$ cat src/rtl/wth_pkg.sv
// Types and constants shared by the window table hit test block.
// Holds the input and result words, the cell command and chain words, and the opcodes.
// No dependencies.
package wth_pkg;

  localparam int WINDOW_SLOTS_DEF = 16;
  localparam int SLOT_IDX_W       = 8;
  localparam int DEPTH_W          = 32;
  localparam int COORD_W          = 16;
  localparam int SIZE_W           = 16;
  localparam int WIN_W            = 4;
  localparam int OPCODE_W         = 3;

  typedef enum logic [OPCODE_W-1:0] {
    OP_CREATE      = 3'd0,
    OP_DESTROY     = 3'd1,
    OP_MOVE        = 3'd2,
    OP_SET_VISIBLE = 3'd3,
    OP_FOCUS       = 3'd4,
    OP_HIT_TEST    = 3'd5
  } opcode_t;

  typedef enum logic [1:0] {
    ST_IDLE,
    ST_EXEC,
    ST_SCAN,
    ST_DONE
  } ctrl_state_t;

  typedef struct packed {
    logic [OPCODE_W-1:0]       opcode;
    logic [WIN_W-1:0]          window_index;
    logic signed [COORD_W-1:0] pos_x;
    logic signed [COORD_W-1:0] pos_y;
    logic [SIZE_W-1:0]         surface_width;
    logic [SIZE_W-1:0]         surface_height;
    logic                      visible_flag;
  } in_word_t;

  typedef struct packed {
    logic             status;
    logic [WIN_W-1:0] window_out;
  } out_word_t;

  typedef struct packed {
    logic [OPCODE_W-1:0]       opcode;
    logic                      write_en;
    logic [SLOT_IDX_W-1:0]     index;
    logic signed [COORD_W-1:0] pos_x;
    logic signed [COORD_W-1:0] pos_y;
    logic [SIZE_W-1:0]         width;
    logic [SIZE_W-1:0]         height;
    logic                      visible_flag;
    logic [DEPTH_W-1:0]        depth;
  } cell_cmd_t;

  typedef struct packed {
    logic                  token;
    logic                  found;
    logic [DEPTH_W-1:0]    depth;
    logic [SLOT_IDX_W-1:0] index;
  } chain_t;

  typedef struct packed {
    logic used;
    logic visible;
  } cell_stat_t;

endpackage

$ cat src/rtl/wth_cell.sv
// One window slot of the table, a link in the scan chain.
// Applies broadcast edits and handles the scan word as it passes by.
// Depends on wth_pkg.
module wth_cell #(
  parameter int CELL_INDEX = 0
) (
  input  logic              clk,
  input  logic              rst_n,
  input  wth_pkg::cell_cmd_t  cmd,
  input  wth_pkg::chain_t     chain_in,
  output wth_pkg::chain_t     chain_out,
  output wth_pkg::cell_stat_t stat
);
  import wth_pkg::*;

  logic                      used_r, used_nxt;
  logic                      vis_r, vis_nxt;
  logic                      foc_r, foc_nxt;
  logic signed [COORD_W-1:0] x_r, x_nxt;
  logic signed [COORD_W-1:0] y_r, y_nxt;
  logic [SIZE_W-1:0]         w_r, w_nxt;
  logic [SIZE_W-1:0]         h_r, h_nxt;
  logic [DEPTH_W-1:0]        depth_r, depth_nxt;
  chain_t                    chain_r, chain_nxt;

  logic              target;
  logic              take;
  logic              hit;
  logic [COORD_W:0]  dx;
  logic [COORD_W:0]  dy;
  logic              in_x;
  logic              in_y;

  assign target = cmd.write_en && (cmd.index == SLOT_IDX_W'(CELL_INDEX));
  assign take   = chain_in.token && (cmd.opcode == OP_CREATE) && !chain_in.found && !used_r;

  assign dx   = {cmd.pos_x[COORD_W-1], cmd.pos_x} - {x_r[COORD_W-1], x_r};
  assign dy   = {cmd.pos_y[COORD_W-1], cmd.pos_y} - {y_r[COORD_W-1], y_r};
  assign in_x = !dx[COORD_W] && (dx[COORD_W-1:0] < w_r);
  assign in_y = !dy[COORD_W] && (dy[COORD_W-1:0] < h_r);
  assign hit  = chain_in.token && (cmd.opcode == OP_HIT_TEST) && used_r && vis_r &&
                in_x && in_y;

  always_comb begin
    chain_nxt = chain_in;
    if (take) begin
      chain_nxt.found = 1'b1;
      chain_nxt.index = SLOT_IDX_W'(CELL_INDEX);
    end else if (hit && (!chain_in.found || depth_r >= chain_in.depth)) begin
      chain_nxt.found = 1'b1;
      chain_nxt.depth = depth_r;
      chain_nxt.index = SLOT_IDX_W'(CELL_INDEX);
    end
  end

  always_comb begin
    used_nxt  = used_r;
    vis_nxt   = vis_r;
    foc_nxt   = foc_r;
    x_nxt     = x_r;
    y_nxt     = y_r;
    w_nxt     = w_r;
    h_nxt     = h_r;
    depth_nxt = depth_r;
    if (take) begin
      used_nxt  = 1'b1;
      vis_nxt   = 1'b1;
      foc_nxt   = 1'b0;
      x_nxt     = cmd.pos_x;
      y_nxt     = cmd.pos_y;
      w_nxt     = cmd.width;
      h_nxt     = cmd.height;
      depth_nxt = cmd.depth;
    end else if (cmd.write_en) begin
      case (cmd.opcode)
        OP_DESTROY: begin
          if (target) begin
            used_nxt = 1'b0;
            vis_nxt  = 1'b0;
            foc_nxt  = 1'b0;
          end
        end
        OP_MOVE: begin
          if (target) begin
            x_nxt = cmd.pos_x;
            y_nxt = cmd.pos_y;
          end
        end
        OP_SET_VISIBLE: begin
          if (target) begin
            vis_nxt = cmd.visible_flag;
            if (!cmd.visible_flag) foc_nxt = 1'b0;
          end
        end
        OP_FOCUS: begin
          foc_nxt = 1'b0;
          if (target) begin
            foc_nxt   = 1'b1;
            depth_nxt = cmd.depth;
          end
        end
        default: ;
      endcase
    end
  end

  always_ff @(posedge clk) begin
    if (!rst_n) begin
      used_r        <= 1'b0;
      vis_r         <= 1'b0;
      foc_r         <= 1'b0;
      chain_r.token <= 1'b0;
    end else begin
      used_r  <= used_nxt;
      vis_r   <= vis_nxt;
      foc_r   <= foc_nxt;
      chain_r <= chain_nxt;
    end
  end

  always_ff @(posedge clk) begin
    x_r     <= x_nxt;
    y_r     <= y_nxt;
    w_r     <= w_nxt;
    h_r     <= h_nxt;
    depth_r <= depth_nxt;
  end

  assign chain_out    = chain_r;
  assign stat.used    = used_r;
  assign stat.visible = vis_r & foc_r | vis_r;

endmodule

$ cat src/rtl/window_table_hit_test_top.sv
// Top level of the window table hit test block: control sequencer and the row of slot cells.
// Depends on wth_pkg and wth_cell.
//
// A table of WINDOW_SLOTS window slots, one per cell. Create and hit test send a scan word
// down the row of cells, one cell per clock, and load their result once the scan word has
// left the last cell; destroy, move, set visible, focus and unknown opcodes load it without
// a scan. One word is in flight at a time: the input opens again in the cycle after the
// previous result is loaded into the output register, even while that result still waits to
// be taken.
module window_table_hit_test_top #(
  parameter int WINDOW_SLOTS = wth_pkg::WINDOW_SLOTS_DEF
) (
  input  logic              clk,
  input  logic              rst_n,
  input  logic              in_valid,
  output logic              in_stall,
  input  wth_pkg::in_word_t  in_data,
  output logic              out_valid,
  input  logic              out_stall,
  output wth_pkg::out_word_t out_data
);
  import wth_pkg::*;

  localparam int IDX_W = (WINDOW_SLOTS > 1) ? $clog2(WINDOW_SLOTS) : 1;
  localparam logic [SLOT_IDX_W:0] SLOTS_C = (SLOT_IDX_W+1)'(WINDOW_SLOTS);

  ctrl_state_t        state_r, state_nxt;
  in_word_t           cmd_r;
  chain_t             launch_r;
  out_word_t          res_r;
  out_word_t          out_r, out_nxt;
  logic               out_valid_r;
  logic [DEPTH_W-1:0] next_depth_r;

  chain_t     chain_w [WINDOW_SLOTS+1];
  cell_stat_t stat_w  [WINDOW_SLOTS];
  cell_cmd_t  cmd_w;

  logic                  in_accept;
  logic                  out_free;
  logic                  is_scan_op;
  logic [SLOT_IDX_W-1:0] idx_ext;
  logic [IDX_W-1:0]      sel;
  logic                  in_range;
  logic                  base_ok;
  logic                  op_ok;
  logic                  launch;
  logic                  commit;
  logic                  capture;
  logic                  out_load;
  chain_t                last;

  assign in_accept  = in_valid && !in_stall;
  assign out_free   = !out_valid_r || !out_stall;
  assign is_scan_op = (cmd_r.opcode == OP_CREATE) || (cmd_r.opcode == OP_HIT_TEST);
  assign last       = chain_w[WINDOW_SLOTS];

  assign idx_ext  = SLOT_IDX_W'(cmd_r.window_index);
  assign sel      = idx_ext[IDX_W-1:0];
  assign in_range = {1'b0, idx_ext} < SLOTS_C;
  assign base_ok  = in_range && stat_w[sel].used;

  always_comb begin
    case (cmd_r.opcode)
      OP_DESTROY, OP_MOVE, OP_SET_VISIBLE: op_ok = base_ok;
      OP_FOCUS:                            op_ok = base_ok && stat_w[sel].visible;
      default:                             op_ok = 1'b0;
    endcase
  end

  always_comb begin
    state_nxt = state_r;
    case (state_r)
      ST_IDLE: if (in_valid) state_nxt = ST_EXEC;
      ST_EXEC: begin
        if (is_scan_op) state_nxt = ST_SCAN;
        else if (out_free) state_nxt = ST_IDLE;
      end
      ST_SCAN: if (last.token) state_nxt = ST_DONE;
      ST_DONE: if (out_free) state_nxt = ST_IDLE;
      default: state_nxt = ST_IDLE;
    endcase
  end

  always_comb begin
    in_stall = 1'b1;
    launch   = 1'b0;
    commit   = 1'b0;
    capture  = 1'b0;
    out_load = 1'b0;
    out_nxt  = res_r;
    case (state_r)
      ST_IDLE: in_stall = 1'b0;
      ST_EXEC: begin
        if (is_scan_op) begin
          launch = 1'b1;
        end else if (out_free) begin
          commit             = op_ok;
          out_load           = 1'b1;
          out_nxt.status     = !op_ok;
          out_nxt.window_out = '0;
        end
      end
      ST_SCAN: capture = last.token;
      ST_DONE: out_load = out_free;
      default: ;
    endcase
  end

  always_comb begin
    cmd_w.opcode       = cmd_r.opcode;
    cmd_w.write_en     = commit;
    cmd_w.index        = idx_ext;
    cmd_w.pos_x        = cmd_r.pos_x;
    cmd_w.pos_y        = cmd_r.pos_y;
    cmd_w.width        = cmd_r.surface_width;
    cmd_w.height       = cmd_r.surface_height;
    cmd_w.visible_flag = cmd_r.visible_flag;
    cmd_w.depth        = next_depth_r;
  end

  assign chain_w[0] = launch_r;

  for (genvar g = 0; g < WINDOW_SLOTS; g++) begin : g_cell
    wth_cell #(
      .CELL_INDEX (g)
    ) u_cell (
      .clk       (clk),
      .rst_n     (rst_n),
      .cmd       (cmd_w),
      .chain_in  (chain_w[g]),
      .chain_out (chain_w[g+1]),
      .stat      (stat_w[g])
    );
  end

  always_ff @(posedge clk) begin
    if (!rst_n) begin
      state_r      <= ST_IDLE;
      launch_r     <= '0;
      out_valid_r  <= 1'b0;
      next_depth_r <= '0;
    end else begin
      state_r        <= state_nxt;
      launch_r.token <= launch;
      launch_r.found <= 1'b0;
      launch_r.depth <= '0;
      launch_r.index <= '0;
      if (out_load) out_valid_r <= 1'b1;
      else if (!out_stall) out_valid_r <= 1'b0;
      if ((capture && last.found && (cmd_r.opcode == OP_CREATE)) ||
          (commit && (cmd_r.opcode == OP_FOCUS))) begin
        next_depth_r <= next_depth_r + 1'b1;
      end
    end
  end

  always_ff @(posedge clk) begin
    if (in_accept) cmd_r <= in_data;
    if (capture) begin
      res_r.status     <= !last.found;
      res_r.window_out <= last.found ? last.index[WIN_W-1:0] : '0;
    end
    if (out_load) out_r <= out_nxt;
  end

  assign out_valid = out_valid_r;
  assign out_data  = out_r;

endmodule
$ cat config.mk
export PLATFORM = sky130hd
export DESIGN_NAME = window_table_hit_test_top
export DESIGN_NICKNAME = d
export VERILOG_FILES = /design/src/rtl/wth_pkg.sv /design/src/rtl/wth_cell.sv /design/src/rtl/window_table_hit_test_top.sv
export SDC_FILE = /design/constraint.sdc
export NUM_CORES = 2
export LEC_CHECK = 0
export BUFFER_PORTS_ARGS = -buffer_cell sky130_fd_sc_hd__buf_2
export CAP_MARGIN = 20
export CORE_ASPECT_RATIO = 0.8
export CORE_MARGIN = 5
export CORE_UTILIZATION = 31
export DETAILED_ROUTE_END_ITERATION = 8
export PLACE_DENSITY = 0.53
export RECOVER_POWER = 50
export SKIP_CTS_REPAIR_TIMING = 1
export SLEW_MARGIN = 20
export SYNTH_ARGS = -nofsm -noshare
export SYNTH_HDL_FRONTEND = slang
export SYNTH_SLANG_ARGS = --single-unit
$ cat constraint.sdc
create_clock -name clk -period 8 [get_ports clk]
set_input_delay 0 -clock clk [delete_from_list [all_inputs] [get_ports clk]]
set_output_delay 0 -clock clk [all_outputs]
set_load 0.05 [all_outputs]
Word level (Yosys, flattened, before mapping)
Cells that the tools add are included.

storage, ports and cells
  register bits after elaboration = 2374
  bits in latches = 0
  memory bits (writable) = 0
  bits in read-only memories = 0
  input bits = 76
  output and inout port bits = 7
  word-level logic and storage cells = 1338
  memories kept = 0

cells by class
  add/sub/neg operators = 33
  multiply operators = 0
  divide/modulo/power cells = 0
  order comparisons = 50
  eq/ne operators = 91
  shifts and indexed selects = 0
  multiplexer cells = 422
  bitwise operators = 34
  reductions and logical operators = 500

operator list
  kind                                                   count
  2-to-1 mux 32 bit                                      79
  2-to-1 mux 16 bit                                      128
  2-to-1 mux 40 bit                                      15
  subtractor 16 x 16 -> 17 bit                           32
  greater-or-equal comparator 32 bit                     16
  < comparator 16 bit                                    32
  logical AND 1 bit                                      198
  nonzero test 2 bit                                     80
  2-to-1 mux 1 bit                                       155
  AND reduction 3 bit                                    48
  inequality test 3 x 1 -> 1 bit, second input constant  32
  AND reduction 5 bit                                    16
  inequality test 2 x 1 -> 1 bit, second input constant  34
  zero test 1 bit                                        67
  AND reduction 4 bit                                    16
  OR reduction 2 bit                                     32
  nonzero test 3 bit                                     17
  case mux 1 bit (3 select lines)                        16
  case mux 1 bit (2 select lines)                        18
  adder 32 x 1 -> 32 bit, second input constant          1
  equality test 4 bit, second input constant             8
  logical OR 1 bit                                       19
  AND 1 bit                                              16
  equality test 4 x 3 -> 1 bit, second input constant    4
  other kinds (23)                                       51

Logic depth before layout (Yosys ltp)
  word-level depth = 16
  depth in mapped cells = 22
  depth with buffers taken out = 20

Modules after synthesis
A second synthesis with hierarchy kept.

second synthesis, totals
  cells, all modules = 10814
  area, all modules = 133651.9 um^2

by module, submodules not included
  module                             times used  cells an instance  area each (um^2)  sequential area each (um^2)
  wth_cell at g_cell[12].u_cell ...  3           652                8074.0            4174.0
  wth_cell at g_cell[2].u_cell ...   2           652                8072.7            4174.0
  wth_cell at g_cell[10].u_cell      1           655                8079.0            4174.0
  wth_cell at g_cell[14].u_cell      1           656                8077.7            4174.0
  wth_cell at g_cell[1].u_cell       1           655                8077.7            4174.0
  wth_cell at g_cell[0].u_cell       1           655                8076.5            4174.0
  wth_cell at g_cell[7].u_cell       1           653                8072.7            4174.0
  wth_cell at g_cell[3].u_cell       1           653                8069.0            4174.0
  wth_cell at g_cell[8].u_cell       1           662                8062.7            4174.0
  wth_cell at g_cell[9].u_cell       1           656                8041.5            4174.0
  wth_cell at g_cell[15].u_cell      1           640                8030.2            4174.0
  wth_cell at g_cell[13].u_cell      1           643                7977.7            4174.0
  wth_cell at g_cell[11].u_cell      1           636                7812.5            4174.0
  window_table_hit_test_top          1           390                4907.2            3183.1

Worst setup path after synthesis
Ideal clock, no wire load.

  kind = register to register
  start point = register cmd_r[34] in the netlist's numbering
  end point = register g_cell[7].u_cell.chain_r (netlist bit g_cell[7].u_cell.chain_out[13]), data pin
  library setup time = 0.260 ns
  arrival = 5.702 ns
  data required time = 7.740 ns
  setup slack = 2.037 ns
  cell stages (with the launch flop) = 22
  buffers on the path = 2
  clock period less this slack = 5.963 ns
  cells stage by stage = edfxtp_1 inv_1 fa_1 nand2b_1 a21boi_0 o21ai_0 a21oi_1 a211o_1 nand4_1 nand2_1 xor2_1 ha_1 nand3_1 nand4_1 a311oi_2 nand4_1 or3_1 or4_1 or4_1 buf_6 buf_6 mux2_4

RTL lines
  element                 line                              RTL
  start, declared         window_table_hit_test_top.sv:28   in_word_t cmd_r;
  start signal, assigned  window_table_hit_test_top.sv:159  if (in_accept) cmd_r <= in_data;
  end signal, assigned    wth_cell.sv:117                   chain_r <= chain_nxt;
  end, declared           wth_cell.sv:24                    chain_t chain_r, chain_nxt;

==> metrics.md <==
| Metric | Value |
|---|---|
| Total CTS buffers | 265 |
| Max VDD drop | 0.000139 V |
| DR vias | 79900 |
| GP Congestion | 0.896 |
| Synth Register Bits | 2247 |
| # rows | 207 |
| Critical path class | flop to flop |
| Comb pwr share | 0.097 |
| CTS sink count | 2247 |
| Hold Path Class | input pin to flop |
| Fin crit share | 0.936 |
| Die area | 0.412 mm^2 |
| Global-route wire length before repair | 505000 um |
| Outcome | complete, but fails checks |
| Top-area cell type share of the netlist area | 0.525 |
| Top cells by area, synth | edfxtp_1, ha_1, inv_1 |
| Vias in the first global route | 75500 |
| Reg2Reg Depth | 16 |
| Layout cells sized above 1 | 0.0955 |
| Final Non-Filler Cells | 16400 |
| All-layer global routing usage | 0.162 |
| Post-synthesis cell type count | 95 |
| Post-synth EDFFs | 2163 |
| Area taken by multi-input logic gates | 0.0509 mm^2 |
| CTS Root Cell | clkbuf_16 |
| Initial Util | 0.311 |
| Compound-Gate Fraction of Synth Area | 0.0991 |
| Post-Syn Area | 0.124 mm^2 |
| Fin. max-slew vios | 1247 |
| DRC violations left | 0 |
| Max_slew headroom | -3.12 |
| Clock Skew | 0.0865 ns |
| Final hold violation count | 0 |
| Vias per std cell | 4.87 |
| Setup TNS | 0 ns |
| Post-synth top flop | edfxtp_1 |
| Yosys top cell by area | edfxtp_1 |
| Total Wirelength | 346000 um |
| Syn_area_per_cell | 12.1 um^2 |
| CTS Buffer Depth | 4 |
| Die Ht | 575 um |
| Worst EP required | 8.64 ns |
| Maximum fanout along the worst path | 36 |
| Fin nets | 12400 |
| Fin crit period | 7.49 ns |
| Async set-reset flop share out of synthesis | 0 |
| Synth Instances | 10300 |
| Worst-margin pin slew | 6.18 ns |
| Adder-Cell Fraction of Synth Area | 0.154 |
| Max-cap viol count | 50 |
| Pin count of the biggest net entering global routing | 125 |
| RR Startpoint | cmd_r[44] |
| Clock Latency Late Sink | 0.90 ns |
| Drt first pass iters | 5 |
| Synth Area in Simple Gates | 0.0846 |
| CTS tree | built |
| Switching Share | 0.243 |
| Seq/Total Area, Yosys | 0.538 |
| Worst Hold Path Cells | 4 |
| Pwr/cell area | 198 mW/mm^2 |
| RSZ-0062 raised after global routing | no |
| CP Launch Type | flop |
| Hold Path Sink | out_valid |
| Worst r2r dst | g_cell[7].u_cell.chain_out[9] |
| Mux share of post-synthesis cell area | 0.0421 |
| Max incr delay on CP | 2.20 ns |
| Largest family of logic cells by synthesized area | adder cells |
| Area grow syn2layout | 14.8% |
| Syn. warnings | 0 |
| # fillers | 38900 |
| Most numerous cell in the Yosys netlist | edfxtp_1 |
| Flip-flop and latch area | 0.0666 mm^2 |
| Antenna violations before repair | 44 |
| Final ANT Viol Nets | 0 |
| Cell leakage power | 59.7 nW |
| Critical path arrival | 8.12 ns |
| Iter 0 DRT Violations | 7682 |
| Placed Cells incl. Taps | 15800 |
| PortBufs | 82 |
| HPWL Detailed | 246000 um |
| Clock power share | 0.433 |
| R2R Setup Slk | 0.51 ns |
| XOR/XNOR share of the synthesized area | 0.0272 |
| Fmax | 134 MHz |
| Hold Crit Start | out_stall |
| Core area | 0.398 mm^2 |
| Pint | 21.3 mW |
| Switch Pwr | 6.83 mW |
| CTS H-tree lvls | 5 |
| Worst-path cell chain | clkbuf_1 -> ha_1 -> a21o_1 -> a21oi_1 -> nand2_1 -> o221ai_1 -> xnor2_1 -> ha_1 -> nand3_1 -> nand4_1 -> a311oi_2 -> nand4_1 -> or3_1 -> or4_1 -> or4_2 -> mux2_2 |
| Crit path max-delay cell type | clkbuf_1 |
| Wire per inst | 21.1 um |
| Total global routing overflow | 0 |
| Commonest cells post-synth | edfxtp_1, inv_1, ha_1, a21oi_1, nor2_1 |
| Syn_nets | 11800 |
| Clock slew at reported path FFs | 0.06 ns |
| IO Count | 83 |
| Die Width | 717 um |
| Failing checks | capacitance limit, slew limit |
| Flop pwr share | 0.470 |
| CP endpoint kind | flop |
| Count of final setup violators | 0 |
-- cell usage in the layout, fill, tap and decap left out, types with 168 or more instances in the layout --
| cell | count |
|---|---|
| inv_1 | 1652 |
| nor3_1 | 168 |
| a21oi_1 | 525 |
| nor2_1 | 420 |
| o21ai_0 | 342 |
| xnor2_1 | 289 |
| ha_1 | 1473 |
| nand2_1 | 384 |
| a21o_1 | 265 |
| clkbuf_16 | 277 |
| nand3_1 | 193 |
| edfxtp_1 | 2163 |
| mux2_2 | 360 |
-- layout make-up --
type	instances	share of cell area
Antenna cell	15	0.000264
Timing Repair Buffer	430	0.0219
Tap cell	5329	0.0469
Sequential cell	2247	0.469
Clock buffer	325	0.0503
Clock inverter	146	0.0103
Inverter	1665	0.0440
Multi-Input combinational cell	6238	0.358
-- metal layers --
layer	global-route usage	vias to the layer above	wire length (um)
met1	0.250	38700	173000
met3	0.0280	423	24100
li1	-	38700	-
met4	0.0389	8	8440
met2	0.234	2096	141000
met5	0.00531	-	61
-- power groups by stage --
stage | registers (mW) | logic [mW] | clock network, mW
2_1_floorplan | 13.5 | 1.67 | 0
3_3_place_gp | 13.5 | 2.65 | 0
3_5_place_dp | 13.5 | 2.67 | 0
4_1_cts | 13.2 | 2.70 | 12.5
5_1_grt | 13.3 | 3.04 | 13.0
6_report | 13.3 | 2.73 | 12.2
-- cell families after synthesis --
logic type	Yosys count
AOI/OAI and AO/OA	1878
and+or+nand+nor	2022
buffers and inverters	1772
DFF	2247
xor gates and xnor gates	384
muxes	449
adders and majority gates	1505
-- worst max path at each step --
stage	start	end
2_1_floorplan	cmd_r[34]	g_cell[7].u_cell.chain_out[13]
3_3_place_gp	cmd_r[49]	g_cell[7].u_cell.chain_out[13]
3_5_place_dp	cmd_r[49]	g_cell[7].u_cell.chain_out[20]
4_1_cts	cmd_r[49]	g_cell[7].u_cell.chain_out[28]
5_1_grt	cmd_r[44]	g_cell[14].u_cell.chain_out[37]
6_report	cmd_r[44]	g_cell[7].u_cell.chain_out[9]
-- sequential cells by signal, indices dropped and copies added (netlist names), 4 cells and up --
name and cells:
g_cell.u_cell.y_r 256, g_cell.u_cell.x_r 256, g_cell.u_cell.used_r 16, g_cell.u_cell.w_r 256
res_r 5, g_cell.u_cell.depth_r 512, sel 4, g_cell.u_cell.chain_out 561
out_data 5, g_cell.u_cell.h_r 256, g_cell.u_cell.vis_r 16, cmd_r 68
next_depth_r 32
-- critical path, delay by kind of cell (launching register included) --
kind / cells / cell delay [ns]
buffers and inverters: 1 / 2.20
multiplexers: 1 / 0.47
AO/OA/AOI/OAI: 4 / 0.70
AND/OR/NAND/NOR: 7 / 2.32
XOR/XNOR: 1 / 0.24
flip-flops: 1 / 0.32
adder cells (fa/ha/maj): 2 / 0.84
-- stage by stage --
step / hold WS [ns] / total power, mW / utilization / worst slack, ns / cell area (um^2)
global placement: 0.177 / 16.1 / 0.333 / 0.928 / 132000
global route: 0.0644 / 29.3 / 0.358 / 0.216 / 142000
detailed placement: 0.178 / 16.2 / 0.333 / 0.803 / 133000
floorplan: 0.0989 / 15.1 / - / 2.04 / 124000
CTS: -0.779 / 28.4 / 0.355 / 0.800 / 141000
finish: 0.0600 / 28.2 / 0.358 / 0.514 / 142000
No activity file was read; power rests on OpenSTA's default activity.
